`src/hdl/limited_slip_torque_split_core_assert.svh`:
```
// Assertion macros for the limited-slip torque split core.
// Used by the top level; no other dependencies.
`ifndef LIMITED_SLIP_TORQUE_SPLIT_CORE_ASSERT_SVH
`define LIMITED_SLIP_TORQUE_SPLIT_CORE_ASSERT_SVH
`ifndef SYNTHESIS
// same-cycle implication
`define LSTS_IMPLIES(lbl, clk, rst_n, ante, cons) \
    lbl: assert property (@(posedge clk) disable iff (!rst_n) (ante) |-> (cons)) \
        else $error("lsts assertion failed");
// next-cycle implication
`define LSTS_NEXT(lbl, clk, rst_n, ante, cons) \
    lbl: assert property (@(posedge clk) disable iff (!rst_n) (ante) |=> (cons)) \
        else $error("lsts assertion failed");
`else
`define LSTS_IMPLIES(lbl, clk, rst_n, ante, cons)
`define LSTS_NEXT(lbl, clk, rst_n, ante, cons)
`endif
`endif

```
`src/hdl/lsts_pkg.sv`:
```
// Shared types, constants and saturation helpers for the torque split core.
// No dependencies.
`timescale 1ns / 1ps
`default_nettype none
package lsts_pkg;
    localparam int FRAC_BITS = 16;
    localparam int DIV_STEPS = FRAC_BITS;
    // lane: diff, bias product, bias, divider steps, slow torque
    localparam int LANE_LAT  = DIV_STEPS + 4;
    localparam int PIPE      = LANE_LAT + 3;

    localparam logic [16:0] ONE_FRAC = 17'd65536;

    typedef enum logic [2:0] {
        REG_HUB       = 3'd0,
        REG_DIFF      = 3'd1,
        REG_FRAC      = 3'd2,
        REG_FRONT_MB  = 3'd3,
        REG_REAR_MB   = 3'd4,
        REG_LOCK      = 3'd5
    } t_reg_idx;

    typedef struct packed {
        logic [31:0] gear;
        logic [16:0] frac;
        logic [16:0] frac_rest;
        logic [23:0] front_mb;
        logic [23:0] rear_mb;
        logic        lock;
    } t_cfg;

    typedef struct packed {
        logic signed [48:0] ax;
        logic signed [48:0] slow;
        logic               left_slow;
    } t_lane_res;

    function automatic logic signed [47:0] clamp48(input logic signed [49:0] v);
        logic signed [47:0] r;
        if (v[49:47] == 3'b000 || v[49:47] == 3'b111) begin
            r = v[47:0];
        end else if (v[49]) begin
            r = {1'b1, {47{1'b0}}};
        end else begin
            r = {1'b0, {47{1'b1}}};
        end
        return r;
    endfunction

    function automatic logic signed [31:0] clamp32(input logic signed [50:0] v);
        logic signed [31:0] r;
        if (v[50:31] == {20{1'b0}} || v[50:31] == {20{1'b1}}) begin
            r = v[31:0];
        end else if (v[50]) begin
            r = {1'b1, {31{1'b0}}};
        end else begin
            r = {1'b0, {31{1'b1}}};
        end
        return r;
    endfunction
endpackage
`default_nettype wire

```
`src/hdl/lsts_cfg.sv`:
```
// APB register file plus the registered overall gear ratio.
// Depends on lsts_pkg.
`timescale 1ns / 1ps
`default_nettype none
module lsts_cfg (
    input  wire logic        i_clk,
    input  wire logic        i_rst_n,
    input  wire logic        psel,
    input  wire logic        penable,
    input  wire logic        pwrite,
    input  wire logic [4:0]  paddr,
    input  wire logic [31:0] pwdata,
    output logic      [31:0] prdata,
    output logic             pready,
    output lsts_pkg::t_cfg   o_cfg
);
    logic [23:0] r_hub, r_diff, r_fmb, r_rmb;
    logic [16:0] r_frac;
    logic        r_lock;
    logic [31:0] r_gear;
    logic [47:0] gear_prod;
    logic [16:0] frac_sat;
    logic        wr;
    lsts_pkg::t_reg_idx idx;

    assign pready = 1'b1;
    assign wr     = psel && penable && pwrite;
    assign idx    = lsts_pkg::t_reg_idx'(paddr[4:2]);

    always_ff @(posedge i_clk) begin
        if (!i_rst_n) begin
            r_hub  <= 24'd65536;
            r_diff <= 24'd65536;
            r_frac <= 17'd32768;
            r_fmb  <= 24'd65536;
            r_rmb  <= 24'd65536;
            r_lock <= 1'b0;
        end else if (wr) begin
            unique case (idx)
                lsts_pkg::REG_HUB:      r_hub  <= pwdata[23:0];
                lsts_pkg::REG_DIFF:     r_diff <= pwdata[23:0];
                lsts_pkg::REG_FRAC:     r_frac <= pwdata[16:0];
                lsts_pkg::REG_FRONT_MB: r_fmb  <= pwdata[23:0];
                lsts_pkg::REG_REAR_MB:  r_rmb  <= pwdata[23:0];
                lsts_pkg::REG_LOCK:     r_lock <= pwdata[0];
                default: ;
            endcase
        end
    end

    // gear = floor(hub * diff / 2^F), registered from the ratio registers
    assign gear_prod = r_hub * r_diff;
    always_ff @(posedge i_clk) begin
        if (!i_rst_n) begin
            r_gear <= 32'd65536;
        end else begin
            r_gear <= gear_prod[47:16];
        end
    end

    always_comb begin
        unique case (idx)
            lsts_pkg::REG_HUB:      prdata = {8'd0, r_hub};
            lsts_pkg::REG_DIFF:     prdata = {8'd0, r_diff};
            lsts_pkg::REG_FRAC:     prdata = {15'd0, r_frac};
            lsts_pkg::REG_FRONT_MB: prdata = {8'd0, r_fmb};
            lsts_pkg::REG_REAR_MB:  prdata = {8'd0, r_rmb};
            lsts_pkg::REG_LOCK:     prdata = {31'd0, r_lock};
            default:                prdata = 32'd0;
        endcase
    end

    // fractions above one act as one
    assign frac_sat = (r_frac > lsts_pkg::ONE_FRAC) ? lsts_pkg::ONE_FRAC : r_frac;

    always_comb begin
        o_cfg.gear      = r_gear;
        o_cfg.frac      = frac_sat;
        o_cfg.frac_rest = lsts_pkg::ONE_FRAC - frac_sat;
        o_cfg.front_mb  = r_fmb;
        o_cfg.rear_mb   = r_rmb;
        o_cfg.lock      = r_lock;
    end
endmodule
`default_nettype wire

```
`config.mk`:
```
export PLATFORM = sky130hd
export DESIGN_NAME = lsts_cfg
export DESIGN_NICKNAME = d
export VERILOG_FILES = /design/src/hdl/limited_slip_torque_split_core_assert.svh /design/src/hdl/lsts_pkg.sv /design/src/hdl/lsts_cfg.sv
export SDC_FILE = /design/constraint.sdc
export NUM_CORES = 2
export LEC_CHECK = 0
export BUFFER_PORTS_ARGS = -buffer_cell sky130_fd_sc_hd__buf_4
export CAP_MARGIN = 10
export CORE_UTILIZATION = 45
export DETAILED_ROUTE_END_ITERATION = 16
export SLEW_MARGIN = 10
export SYNTH_ARGS = -nofsm -noshare
export SYNTH_HDL_FRONTEND = slang
export SYNTH_SLANG_ARGS = --single-unit
```
`constraint.sdc`:
```
create_clock -name i_clk -period 14.3 [get_ports i_clk]
set_clock_uncertainty 0.05 [all_clocks]
set_input_delay 2.86 -clock i_clk [delete_from_list [all_inputs] [get_ports i_clk]]
set_output_delay 2.86 -clock i_clk [all_outputs]
set_load 0.1 [all_outputs]
```
==> metrics <==
pin count of the biggest net entering global routing between 70 and 80; Vias around 20000; Setup Total Neg Slack 0 ps; cts bufs inserted 17; GRT Resource Usage Total between 20% and 30%; RR Endpoint r_gear[28]; WL/cell 19.2 µm; Int Pwr 0.000674 W; Final Hold Vio Count 0; post-synthesis sequential area ratio 11.7%; Mapped Cells ~3000; layout cells sized above 1 under 10%; YS warnings 0; Slowest-stage cell, CP a2111oi_2; crit end category flip-flop; drt via density between 5 and 6; 1st-iter DRT viols around 1500; Post-synth EDFFs 0; slew margin rel. about a fifth; Synth top cells by count inv_1 (562), nand2_1 (560), fa_1 (481); top-count cell post-synth inv_1; post-CTS resize count 0; Cells after DPL between 3000 and 4000; power density over cell area about 37 nW/µm²; synth top area cells fa_1 (39%), dfxtp_1 (12%), ha_1 (8.6%); Core Region between 50000 and 60000 µm²; worst flop-to-flop path startpoint r_diff[2]; initial antenna violation count 4; wire length of the first global-routing pass 115 mm; Logic pwr share around 13%; Final Cycle Share between 50% and 60%; max-slew violation count 0; Layout Nets 3719; Boundary Pins 190; final wirelength 72.6 mm; post-synth top area share between 30 and 40%; Synth Cell Area around 25000 µm²; Sw Pwr 0.000340 W; CP max FO 14; crit-path max cell delay just over 800 ps; CP startpoint kind flip-flop; CTS Hold Bufs 0; Lkg Pwr ~13 nW; Worst-Skew Late Latency 480 ps; RSZ-0062 raised after global routing false; reg2reg setup slack 5780 ps; setup bufs post-CTS 0; synthesis-to-layout area growth 9.92%; most frequent CP cell fa_1; sw frac about a third; crit path from r_diff[2]; Worst EP required ~15000 ps; FFs w/ async S/R, synth 0%; max-cap viol count 0; Most used DFF post-synth dfxtp_1; Die W 238 µm; Post-DRT Antenna Nets 0; Bufs on Longest Clock Path 2; crit path cell chain buf_4 -> and2_1 -> fa_1 -> fa_1 -> inv_1 -> fa_1 -> fa_1 -> inv_1 -> fa_1 -> fa_1 -> inv_1 -> fa_1 -> inv_1 -> ha_1 -> a21oi_1 -> o21ai_0 -> a2111oi_2 -> a2111oi_2 -> o21a_1 -> o2111ai_1 -> nand2_1 -> a211oi_1; Clock power frac 46.3%; clk root buf clkbuf_16; Top delay family on crit path adder cells; initial core utilization a little under half; status completed; fraction of power consumed by sequential logic 40.8%; critical path type reg -> reg; final worst path period need 8520 ps; Buf/Inv on CP 5; Final HPWL DP 55.4 mm; Crit path depth 22; # port buffers between 150 and 200; Placer Congestion between 1 and 1.5; Least-Margin Pin Slew between 1000 and 1500 ps; Final Non-Filler Cells between 3000 and 4000; first-pass iteration count of the detailed router 6; GRT Residual Overflow 0; FP Rows 85; VDD IR max between 0.07 and 0.08 mV; Die Ht 238 µm; Max Freq between 100 and 150 MHz; crit path capture r_gear[28]; TritonCTS clock tree done; Critical Path AT a little under 9000 ps; setup violators final 0; Seq cells post-synth roughly 150; die area around 56000 µm²; Clock Sink Count 146; WHS 412 ps; number of global-route vias before repair ~21000; H-tree lvl count 4; syn avg cell area between 8 and 9 µm²; Netlist cell types just over 60; Hold Path Class reg -> reg; largest area contributor in the netlist fa_1; R2R depth 22; drt drc 0; Reg clk slew, reported paths about 70 ps
## sequential cells by signal, indices dropped and copies added, names as in the netlist
| register | flops |
|---|---|
| r_diff | 24 |
| r_fmb | 24 |
| r_frac | 17 |
| r_gear | 32 |
| r_hub | 24 |
| r_lock | 1 |
| r_rmb | 24 |
## power groups by stage
stage	Combinational [W]	Sequential [W]	Clock (W)
3_3_place_gp	0.000129	0.000423	0
3_5_place_dp	0.000130	0.000423	0
5_1_grt	0.000137	0.000414	0.000497
4_1_cts	0.000130	0.000414	0.000482
6_report	0.000131	0.000414	0.000469
2_1_floorplan	0.0000811	0.000433	0
## worst min path at each step
stage / slack [ps] / startpoint / depth (start not counted) / end
final: 410 / r_hub[15] / 2 / r_hub[15]
after global routing: 440 / r_fmb[3] / 2 / r_fmb[3]
after detailed placement: 400 / r_hub[15] / 2 / r_hub[15]
after CTS: 410 / r_hub[15] / 2 / r_hub[15]
after floorplan: 400 / r_frac[6] / 2 / r_frac[6]
after global placement: 390 / r_hub[15] / 2 / r_hub[15]
## area by class of cell
cell class | count | area [µm²]
Fill cell | 5199 | 26900
Multi-Input combinational cell | 2080 | 19300
Sequential cell | 146 | 2920
Inverter | 563 | 2120
Timing Repair Buffer | 217 | 1630
Tap cell | 739 | 925
Clock buffer | 17 | 425
Clock inverter | 15 | 175
Antenna cell | 2 | 5.00
## kinds of logic after synthesis
family                   Yosys count  synth area share, %
AND/OR/NAND/NOR                 1028                 19.4
buffers and inverters            744                 11.4
AO/OA/AOI/OAI                    315                 7.48
multiplexers                      40                 1.70
other                              2               0.0301
XOR/XNOR                          36                 1.26
flip-flops                       146                 11.7
adder cells (fa/ha/maj)          652                 47.1
## placed cells by master (no fill, tap or decap), types with 7 or more instances in the layout
cell type    n
a21o_1      13
a21oi_1    177
a22oi_1     14
and2_1     299
and3_1       7
buf_4      217
clkbuf_16   17
conb_1       9
dfxtp_1    145
fa_1       481
ha_1       171
inv_1      562
mux2_2       9
mux2i_1     30
nand2_1    560
nand3_1     15
nand4_1     12
nor2_1      73
nor2b_1     21
nor3_1      12
o21ai_0     37
o21bai_1    15
o22ai_1     15
xnor2_1     20
xor2_1      16
## stage by stage
stage               util [%]  worst slack, ps  area (µm²)  total power, W
floorplan                  -             5360       25000        0.000514
finish                  50.5             5780       27500         0.00101
global route            50.5             5640       27500         0.00105
CTS                     50.5             5820       27500         0.00103
global placement        49.4             5940       26900        0.000552
detailed placement      49.4             5870       26900        0.000553
## metal layers
layer  GRT usage (%)  up-vias  share of wire, %
li1                -     9020                 -
met1            35.7    10407                42
met2            43.2      693                48
met3            4.18      111               6.6
met4            9.54        0               3.3
met5               0        -                 0
## tightest hold or removal path: stages (launching register included)
cell and delay [ps]:
dfxtp_1 310, nand2_1 50, a21oi_1 50
No activity file was read; power rests on OpenSTA's default activity.
