--- src/hdl/limited_slip_torque_split_core_assert.svh ---
// Assertion macros for the limited-slip torque split core.
// Used by the top level; no other dependencies.
`ifndef LIMITED_SLIP_TORQUE_SPLIT_CORE_ASSERT_SVH
`define LIMITED_SLIP_TORQUE_SPLIT_CORE_ASSERT_SVH
`ifndef SYNTHESIS
// same-cycle implication
`define LSTS_IMPLIES(lbl, clk, rst_n, ante, cons) \
    lbl: assert property (@(posedge clk) disable iff (!rst_n) (ante) |-> (cons)) \
        else $error("lsts assertion failed");
// next-cycle implication
`define LSTS_NEXT(lbl, clk, rst_n, ante, cons) \
    lbl: assert property (@(posedge clk) disable iff (!rst_n) (ante) |=> (cons)) \
        else $error("lsts assertion failed");
`else
`define LSTS_IMPLIES(lbl, clk, rst_n, ante, cons)
`define LSTS_NEXT(lbl, clk, rst_n, ante, cons)
`endif
`endif

--- src/hdl/lsts_pkg.sv ---
// Shared types, constants and saturation helpers for the torque split core.
// No dependencies.
`timescale 1ns / 1ps
`default_nettype none
package lsts_pkg;
    localparam int FRAC_BITS = 16;
    localparam int DIV_STEPS = FRAC_BITS;
    // lane: diff, bias product, bias, divider steps, slow torque
    localparam int LANE_LAT  = DIV_STEPS + 4;
    localparam int PIPE      = LANE_LAT + 3;

    localparam logic [16:0] ONE_FRAC = 17'd65536;

    typedef enum logic [2:0] {
        REG_HUB       = 3'd0,
        REG_DIFF      = 3'd1,
        REG_FRAC      = 3'd2,
        REG_FRONT_MB  = 3'd3,
        REG_REAR_MB   = 3'd4,
        REG_LOCK      = 3'd5
    } t_reg_idx;

    typedef struct packed {
        logic [31:0] gear;
        logic [16:0] frac;
        logic [16:0] frac_rest;
        logic [23:0] front_mb;
        logic [23:0] rear_mb;
        logic        lock;
    } t_cfg;

    typedef struct packed {
        logic signed [48:0] ax;
        logic signed [48:0] slow;
        logic               left_slow;
    } t_lane_res;

    function automatic logic signed [47:0] clamp48(input logic signed [49:0] v);
        logic signed [47:0] r;
        if (v[49:47] == 3'b000 || v[49:47] == 3'b111) begin
            r = v[47:0];
        end else if (v[49]) begin
            r = {1'b1, {47{1'b0}}};
        end else begin
            r = {1'b0, {47{1'b1}}};
        end
        return r;
    endfunction

    function automatic logic signed [31:0] clamp32(input logic signed [50:0] v);
        logic signed [31:0] r;
        if (v[50:31] == {20{1'b0}} || v[50:31] == {20{1'b1}}) begin
            r = v[31:0];
        end else if (v[50]) begin
            r = {1'b1, {31{1'b0}}};
        end else begin
            r = {1'b0, {31{1'b1}}};
        end
        return r;
    endfunction
endpackage
`default_nettype wire

--- src/hdl/lsts_out_if.sv ---
// Output channel: four applied wheel torques and the driveshaft speed.
// No dependencies.
`timescale 1ns / 1ps
`default_nettype none
interface lsts_out_if;
    logic               valid;
    logic               ready;
    logic signed [47:0] front_left_torque;
    logic signed [47:0] front_right_torque;
    logic signed [47:0] rear_left_torque;
    logic signed [47:0] rear_right_torque;
    logic signed [31:0] shaft_speed;

    modport source (output valid, front_left_torque, front_right_torque,
                    rear_left_torque, rear_right_torque, shaft_speed, input ready);
    modport sink   (input valid, front_left_torque, front_right_torque,
                    rear_left_torque, rear_right_torque, shaft_speed, output ready);
endinterface
`default_nettype wire

--- src/hdl/lsts_merge.sv ---
// Merging stage: assigns slow/fast torques to wheels, negates, saturates,
// and holds the output register. Depends on lsts_pkg and lsts_out_if.
`timescale 1ns / 1ps
`default_nettype none
module lsts_merge (
    input  wire logic               i_clk,
    input  wire logic               i_rst_n,
    input  wire logic               i_vld,
    input  lsts_pkg::t_lane_res     i_front,
    input  lsts_pkg::t_lane_res     i_rear,
    input  wire logic signed [31:0] i_shaft,
    output logic                    o_en,
    lsts_out_if.source              o_out
);
    logic               r_out_valid;
    logic signed [47:0] fl, fr, rl, rr;

    assign o_en        = !r_out_valid || o_out.ready;
    assign o_out.valid = r_out_valid;

    function automatic logic signed [47:0] neg_slow(input lsts_pkg::t_lane_res r);
        return lsts_pkg::clamp48(50'sd0 - $signed({r.slow[48], r.slow}));
    endfunction

    function automatic logic signed [47:0] neg_fast(input lsts_pkg::t_lane_res r);
        return lsts_pkg::clamp48($signed({r.slow[48], r.slow}) - $signed({r.ax[48], r.ax}));
    endfunction

    // ties on speed magnitude give the right wheel the slow share
    assign fl = i_front.left_slow ? neg_slow(i_front) : neg_fast(i_front);
    assign fr = i_front.left_slow ? neg_fast(i_front) : neg_slow(i_front);
    assign rl = i_rear.left_slow  ? neg_slow(i_rear)  : neg_fast(i_rear);
    assign rr = i_rear.left_slow  ? neg_fast(i_rear)  : neg_slow(i_rear);

    always_ff @(posedge i_clk) begin
        if (!i_rst_n) begin
            r_out_valid <= 1'b0;
        end else if (o_en) begin
            r_out_valid <= i_vld;
        end
    end

    always_ff @(posedge i_clk) begin
        if (o_en) begin
            o_out.front_left_torque  <= fl;
            o_out.front_right_torque <= fr;
            o_out.rear_left_torque   <= rl;
            o_out.rear_right_torque  <= rr;
            o_out.shaft_speed        <= i_shaft;
        end
    end
endmodule
`default_nettype wire

--- src/flat_wrapper.sv ---
// flat-port wrapper written by rule: the top's interface ports become plain ports
module lsts_merge_flat 
  (i_clk, i_rst_n, i_vld, i_front, i_rear, i_shaft, o_en, o_out_valid, o_out_front_left_torque, o_out_front_right_torque, o_out_rear_left_torque, o_out_rear_right_torque, o_out_shaft_speed, o_out_ready);
  lsts_out_if o_out_i ();
  input  wire logic i_clk;
  input  wire logic i_rst_n;
  input  wire logic i_vld;
  input  lsts_pkg::t_lane_res i_front;
  input  lsts_pkg::t_lane_res i_rear;
  input  wire logic signed [31:0] i_shaft;
  output logic o_en;
  output wire logic [$bits(o_out_i.valid)-1:0] o_out_valid;
  output wire logic [$bits(o_out_i.front_left_torque)-1:0] o_out_front_left_torque;
  output wire logic [$bits(o_out_i.front_right_torque)-1:0] o_out_front_right_torque;
  output wire logic [$bits(o_out_i.rear_left_torque)-1:0] o_out_rear_left_torque;
  output wire logic [$bits(o_out_i.rear_right_torque)-1:0] o_out_rear_right_torque;
  output wire logic [$bits(o_out_i.shaft_speed)-1:0] o_out_shaft_speed;
  input wire logic [$bits(o_out_i.ready)-1:0] o_out_ready;
  assign o_out_valid = o_out_i.valid;
  assign o_out_front_left_torque = o_out_i.front_left_torque;
  assign o_out_front_right_torque = o_out_i.front_right_torque;
  assign o_out_rear_left_torque = o_out_i.rear_left_torque;
  assign o_out_rear_right_torque = o_out_i.rear_right_torque;
  assign o_out_shaft_speed = o_out_i.shaft_speed;
  assign o_out_i.ready = o_out_ready;
  lsts_merge u_core (.i_clk(i_clk), .i_rst_n(i_rst_n), .i_vld(i_vld), .i_front(i_front), .i_rear(i_rear), .i_shaft(i_shaft), .o_en(o_en), .o_out(o_out_i));
endmodule
--- config.mk ---
export PLATFORM = sky130hd
export DESIGN_NAME = lsts_merge_flat
export DESIGN_NICKNAME = d
export VERILOG_FILES = /design/src/hdl/limited_slip_torque_split_core_assert.svh /design/src/hdl/lsts_pkg.sv /design/src/hdl/lsts_out_if.sv /design/src/hdl/lsts_merge.sv /design/src/flat_wrapper.sv
export SDC_FILE = /design/constraint.sdc
export NUM_CORES = 1
export LEC_CHECK = 0
export BUFFER_PORTS_ARGS = -buffer_cell sky130_fd_sc_hd__buf_4
export CORE_UTILIZATION = 60
export CTS_CLUSTER_DIAMETER = 30
export DETAILED_ROUTE_END_ITERATION = 8
export HOLD_SLACK_MARGIN = 0.02
export PLACE_DENSITY_LB_ADDON = 0.08
export SLEW_MARGIN = 20
export SYNTH_ARGS = -nofsm -noshare
export SYNTH_HDL_FRONTEND = slang
export SYNTH_SLANG_ARGS = --single-unit
--- constraint.sdc ---
create_clock -name i_clk -period 29.4 [get_ports i_clk]
set_input_delay 8.82 -clock i_clk [delete_from_list [all_inputs] [get_ports i_clk]]
set_output_delay 8.82 -clock i_clk [all_outputs]
set_load 0.1 [all_outputs]
==> flow_metrics.env, run 1 <==
export IMPL_hp_class="register to register"
export IMPL_cts_clk_slew_worst_paths_ns=0.05
export IMPL_wirelength_mm=71.4
export IMPL_numCtsBuffers=48
export IMPL_placementRows=64
export IMPL_multi_input_area_um2=10900
export IMPL_core_area_um2=30600
export IMPL_root_buffer="clkbuf_16"
export IMPL_ys_warn_count=0
export IMPL_synthTopCellsByArea="edfxtp_1 36%, ha_1 6.7%, xnor2_1 5.1%"
export IMPL_synth_area_um2=18700
export IMPL_cts_sinks=225
export IMPL_htree_levels=2
export IMPL_finalSetupTns_ns=0
export IMPL_viasPerCell=6.86
export IMPL_synth_edf_count=224
export IMPL_wl_per_cell_um=24.8
export IMPL_regArea_um2=6750
export IMPL_worstSetupStartpointType="input port"
export IMPL_synth_cells=2043
export IMPL_slew_limit_headroom_pct=17.4
export IMPL_end_kind="output port"
export IMPL_cts_setup_buffers=0
export IMPL_ys_flop_type="edfxtp_1"
export IMPL_grt_pass1_vias=18700
export IMPL_critPathKind="input port to output port"
export IMPL_slew_violations=0
export IMPL_vias=19700
export IMPL_drive_gt1_share_pct=25.1
export IMPL_avgSynthCellArea_um2=9.15
export IMPL_path_cells="buf_4, nand2b_4, buf_4"
export IMPL_cp_slowest_cell="nand2b_4"
export IMPL_clock_latency_ns=0.58
export IMPL_firstDrtPassIters=8
export IMPL_gp_congestion=1.03
export IMPL_io_buffers=459
export IMPL_finalHoldViolations=0
export IMPL_period_needed_ns=18.96
export IMPL_cts_tree="done"
export IMPL_antenna_found_initial=0
export IMPL_drt_iter0_markers=2919
export IMPL_grt_pass1_wl_mm=105
export IMPL_final_nets=2775
export IMPL_synth_nets=2379
export IMPL_cp_required_ns=20.58
export IMPL_rsz0062_at_grt="false"
export IMPL_fmax_ghz=0.0527
export IMPL_outcome="complete, no violations"
export IMPL_tightest_slew_ns=1.24
export IMPL_ir_drop_uv=56.7
export IMPL_ctsHoldBuffers=0
export IMPL_yosys_area_top_type="edfxtp_1"
export IMPL_fp_dieArea_um2=31900
export IMPL_fin_worst_skew_ns=0.0166
export IMPL_drc=0
export IMPL_r2r_slack_ns=26.90
export IMPL_io_pins=460
export IMPL_postRouteAntennaNets=0
export IMPL_syn_to_final_growth_pct=27.0
export IMPL_die_y_um=179
export IMPL_overflow=0
export IMPL_die_x_um=179
export IMPL_clockBufferDepth=3
export IMPL_grt_max_degree=86
export IMPL_synth_seq_cells=225
export IMPL_track_usage_pct=43.1
export IMPL_synth_cell_types=97
export IMPL_cts_resized=0
export IMPL_nFillCells=2042
export IMPL_synth_async_reset_ratio_pct=0
export IMPL_start_util_pct=61.1
export IMPL_slowest_delay_ns=0.80
export IMPL_synth_top_cell_area_share_pct=36.0
export IMPL_p_per_area_nw_per_um2=79.4
export IMPL_placed_cells=2785
export IMPL_arrival_ns=10.14
export IMPL_ys_seq_area_share_pct=36.1
export IMPL_crit_path_frequent_cell="buf_4"
export IMPL_leakagePower_nw=10.2
export IMPL_cap_violations=0
export IMPL_finalNonFillerCells=2875
export IMPL_diodes=0
export IMPL_dpl_hpwl_mm=50.4
export IMPL_fin_crit_sh_pct=64.5
export IMPL_setup_viol=0
export IMPL_path_max_fanout=76
[worst max-delay path: cells and delay by family]
kind	cells	cell delay [ns]
AND/OR/NAND/NOR	1	0.80
buffers and inverters	2	0.52
[synth_stat cells, drive strengths merged, types with 16 or more instances]
library cell / number
edfxtp: 224
a221o: 91
or3: 23
a21oi: 124
a21o: 91
o21bai: 19
nand3: 50
clkbuf: 58
nor3: 55
inv: 124
buf: 69
ha: 100
o221ai: 24
and2: 16
xor2: 56
nand2: 212
nor4: 23
nor2: 120
xnor2: 108
o211ai: 54
o21ai: 117
o21a: 25
nand4: 27
nand2b: 21
[power by group]
group / switching, mW / internal, mW
clock: 0.211 / 0.335
combinational: 0.679 / 0.206
sequential: 0.0243 / 0.430
[kinds of logic after synthesis]
kind of cell	share of synthesized area, %
and+or+nand+nor	17.0
AOI/OAI and AO/OA	25.6
muxes	0.676
xor gates and xnor gates	7.68
buffers and inverters	6.11
adders and majority gates	6.90
DFF	36.1
[final cells by class]
cell class	count	area share, %
Multi-Input combinational cell	1566	45.7
Sequential cell	225	28.4
Timing Repair Buffer	473	15.0
Clock buffer	49	5.07
Tap cell	396	2.09
Inverter	125	1.98
Clock inverter	41	1.78
[registers in the layout (all words and copies together) (netlist names)]
register and flops:
u_core.o_out.front_left_torque 48, u_core.o_out.front_right_torque 48, u_core.o_out.rear_left_torque 48, u_core.o_out.rear_right_torque 48, u_core.o_out.shaft_speed 32, u_core.o_out.valid 1
[cells in the final DEF (no fill, tap or decap), types with 17 or more instances in the layout]
cell       synthesis  layout
nor4_1            17      17
buf_4             12     473
o221ai_1          24      24
o21bai_1          19      19
nand2b_1          21      20
inv_1            124     124
edfxtp_1         224     224
nor2_1           119     118
nand4_1           26      26
or3_1             21      21
a21oi_1          122     122
o211ai_1          54      54
clkbuf_16          0      48
nand2_1          212     212
xor2_1            56      56
a21o_1            91      91
o21a_1            25      25
xnor2_1          108     108
ha_1             100     100
a221o_1           91      91
o21ai_0          100     100
nor3_1            51      50
nand3_1           48      48
o21ai_1           17      17
[stage by stage]
step                      cell area (µm²)  hold WS, ns  setup WS, ns  power (mW)  util [%]
after detailed placement            22100         1.32         10.43        1.32      72.3
after floorplan                     18700         6.78          5.68        1.11         -
after CTS                           23700         1.34         10.42        1.86      77.6
after global routing                23700         1.39         10.36        1.92      77.6
after global placement              22100         1.24         10.50        1.31      72.3
final                               23700         1.32         10.44        1.88      77.6
[layer usage]
layer | global-route usage [%] | vias to the layer above | share of wire [%]
met3 | 9.87 | 383 | 12
met2 | 70.0 | 1647 | 46
met4 | 27.8 | 0 | 7.4
met5 | 0 | - | 0
li1 | - | 8518 | -
met1 | 51.3 | 9161 | 34
[final timing paths]
check	from	to	cells past startpoint
max	o_out_ready	o_en	3
min	u_core.o_out.valid$_SDFFE_PN0P_	u_core.o_out.shaft_speed[29]$_DFFE_PP_	1
max reg2reg	u_core.o_out.valid$_SDFFE_PN0P_	u_core.o_out.front_left_torque[24]$_DFFE_PP_	2
min reg2reg	u_core.o_out.valid$_SDFFE_PN0P_	u_core.o_out.shaft_speed[29]$_DFFE_PP_	1
No activity file was read; power rests on OpenSTA's default activity.
==> run 2, diff against run 1 <==
--- a/config.mk
+++ b/config.mk
@@ -6,7 +6,7 @@
 export NUM_CORES = 1
 export LEC_CHECK = 0
 export BUFFER_PORTS_ARGS = -buffer_cell sky130_fd_sc_hd__buf_4
-export CORE_UTILIZATION = 60
+export CORE_UTILIZATION = 55
 export CTS_CLUSTER_DIAMETER = 30
 export DETAILED_ROUTE_END_ITERATION = 8
 export HOLD_SLACK_MARGIN = 0.02
==> constraint.sdc (replaced) <==
create_clock -name i_clk -period 18.7 [get_ports i_clk]
set_input_delay 5.61 -clock i_clk [delete_from_list [all_inputs] [get_ports i_clk]]
set_output_delay 5.61 -clock i_clk [all_outputs]
set_load 0.1 [all_outputs]
==> run 2 against run 1 <==
  * Clock power increased by 71%
  * Sequential cell count unchanged
  * Global-route usage decreased by 6.0 points
  * Utilization decreased by 6.1 points
  * Cell count increased by 1.9%
==> flow_metrics.env, run 2 (synthesis gave the netlist of run 1 again) <==
export IMPL_overflow=0
export IMPL_cts_setup_buffers=0
export IMPL_wl_per_cell_um=22.7
export IMPL_whs_path_depth=1
export IMPL_reg2regPathDepth=2
export IMPL_gp_congestion=0.989
export IMPL_path_max_fanout=53
export IMPL_final_cell_mix="472 x buf_4, 224 x edfxtp_1, 212 x nand2_1"
export IMPL_antenna_found_initial=0
export IMPL_wirelength_mm=66.5
export IMPL_clock_latency_ns=0.60
export IMPL_cts_sinks=225
export IMPL_setup_viol=0
export IMPL_dpl_hpwl_mm=49.7
export IMPL_min_delay_worst_endpoint="u_core.o_out.shaft_speed[0]$_DFFE_PP_"
export IMPL_firstDrtPassIters=6
export IMPL_crit_reg2reg_capture="u_core.o_out.front_left_torque[30]$_DFFE_PP_"
export IMPL_critPathKind="input port to output port"
export IMPL_cp_required_ns=13.09
export IMPL_clockBufferDepth=3
export IMPL_worstSetupStartpointType="input port"
export IMPL_postRouteAntennaNets=0
export IMPL_tightest_slew_ns=1.11
export IMPL_placementRows=67
export IMPL_viasPerCell=6.36
export IMPL_regArea_um2=6750
export IMPL_syn_to_final_growth_pct=28.2
export IMPL_fp_dieArea_um2=34700
export IMPL_placed_area_um2=22200
export IMPL_hp_start="u_core.o_out.valid$_SDFFE_PN0P_"
export IMPL_io_buffers=459
export IMPL_htree_levels=2
export IMPL_ir_drop_uv=101
export IMPL_r2r_slack_ns=16.39
export IMPL_die_x_um=186
export IMPL_period_needed_ns=12.32
export IMPL_arrival_ns=6.71
export IMPL_finalSetupTns_ns=0
export IMPL_cap_violations=0
export IMPL_fmax_ghz=0.0812
export IMPL_numCtsBuffers=51
export IMPL_cts_tree="done"
export IMPL_slew_violations=0
export IMPL_layout_commonest_cell="buf_4"
export IMPL_track_usage_pct=37.1
export IMPL_drive_gt1_share_pct=25.1
export IMPL_grt_max_degree=86
export IMPL_p_per_area_nw_per_um2=126
export IMPL_cts_clk_slew_worst_paths_ns=0.05
export IMPL_fin_worst_skew_ns=0.0500
export IMPL_outcome="complete, no violations"
export IMPL_root_buffer="clkbuf_16"
export IMPL_final_nets=2777
export IMPL_finalHoldViolations=0
export IMPL_drc=0
export IMPL_core_area_um2=33500
export IMPL_grt_pass1_wl_mm=101
export IMPL_ctsHoldBuffers=0
export IMPL_leakagePower_nw=10.3
export IMPL_nFillCells=2602
export IMPL_cts_resized=0
export IMPL_vias=18600
export IMPL_hp_class="register to register"
export IMPL_drt_iter0_markers=1843
export IMPL_diodes=0
export IMPL_io_pins=460
export IMPL_start_util_pct=55.8
export IMPL_fin_crit_sh_pct=65.9
export IMPL_fin_area_um2=24000
export IMPL_end_kind="output port"
export IMPL_multi_input_area_um2=10900
export IMPL_rsz0062_at_grt="false"
export IMPL_reg2reg_from="u_core.o_out.valid$_SDFFE_PN0P_"
export IMPL_grt_pass1_vias=17700
export IMPL_slew_limit_headroom_pct=25.5
export IMPL_die_y_um=186
[run 2: cell count changes in the layout (fill, tap and decap cells not counted), sizes merged]
cell      change
clkbuf        +6
bufinv        +5
inv           -3
clkinv        -2
clkinvlp      -2
buf           -1
[run 2: area by class of cell]
type,instances,share of cell area (%)
tap,448,2.34
timing repair buffer,472,14.8
clock buffer,55,5.38
clock inverter,39,2.14
inverter,125,1.96
multi-input combinational,1566,45.3
sequential,225,28.1
[run 2: layer usage]
metal / vias up / global-route usage, % / routed length, µm
li1: 8503 / - / -
met1: 8792 / 45.5 / 25000
met2: 1108 / 61.9 / 31400
met3: 218 / 6.41 / 6160
met4: 0 / 20.9 / 3850
met5: - / 0 / 0
[run 2: worst max-delay path by stage]
stage	slack, ns	cells after the start	to	start
after global placement	6.39	3	o_en	o_out_ready
after global routing	6.34	3	o_en	o_out_ready
after CTS	6.38	3	o_en	o_out_ready
after floorplan	1.40	1	o_en	o_out_ready
after detailed placement	6.38	3	o_en	o_out_ready
final	6.38	3	o_en	o_out_ready
[run 2: worst max-delay path: stages]
cell      delay, ns
buf_4          0.08
nand2b_4       0.59
buf_4          0.42
[run 2: stage by stage]
step                total power [mW]  utilization, %  hold slack (ns)  cells  worst slack (ns)
floorplan                       1.75               -             5.71   2043              1.40
global placement                2.06            66.1             1.11   2836              6.39
detailed placement              2.07            66.1             1.13   2836              6.38
CTS                             3.01            71.5             1.18   2930              6.38
global route                    3.09            71.5             1.23   2930              6.34
finish                          3.02            71.5             1.18   2930              6.38
[run 2: where the power goes]
group          internal [mW]  switching [mW]
sequential             0.676          0.0344
combinational          0.323            1.05
clock                  0.618           0.318
total                   1.62            1.40
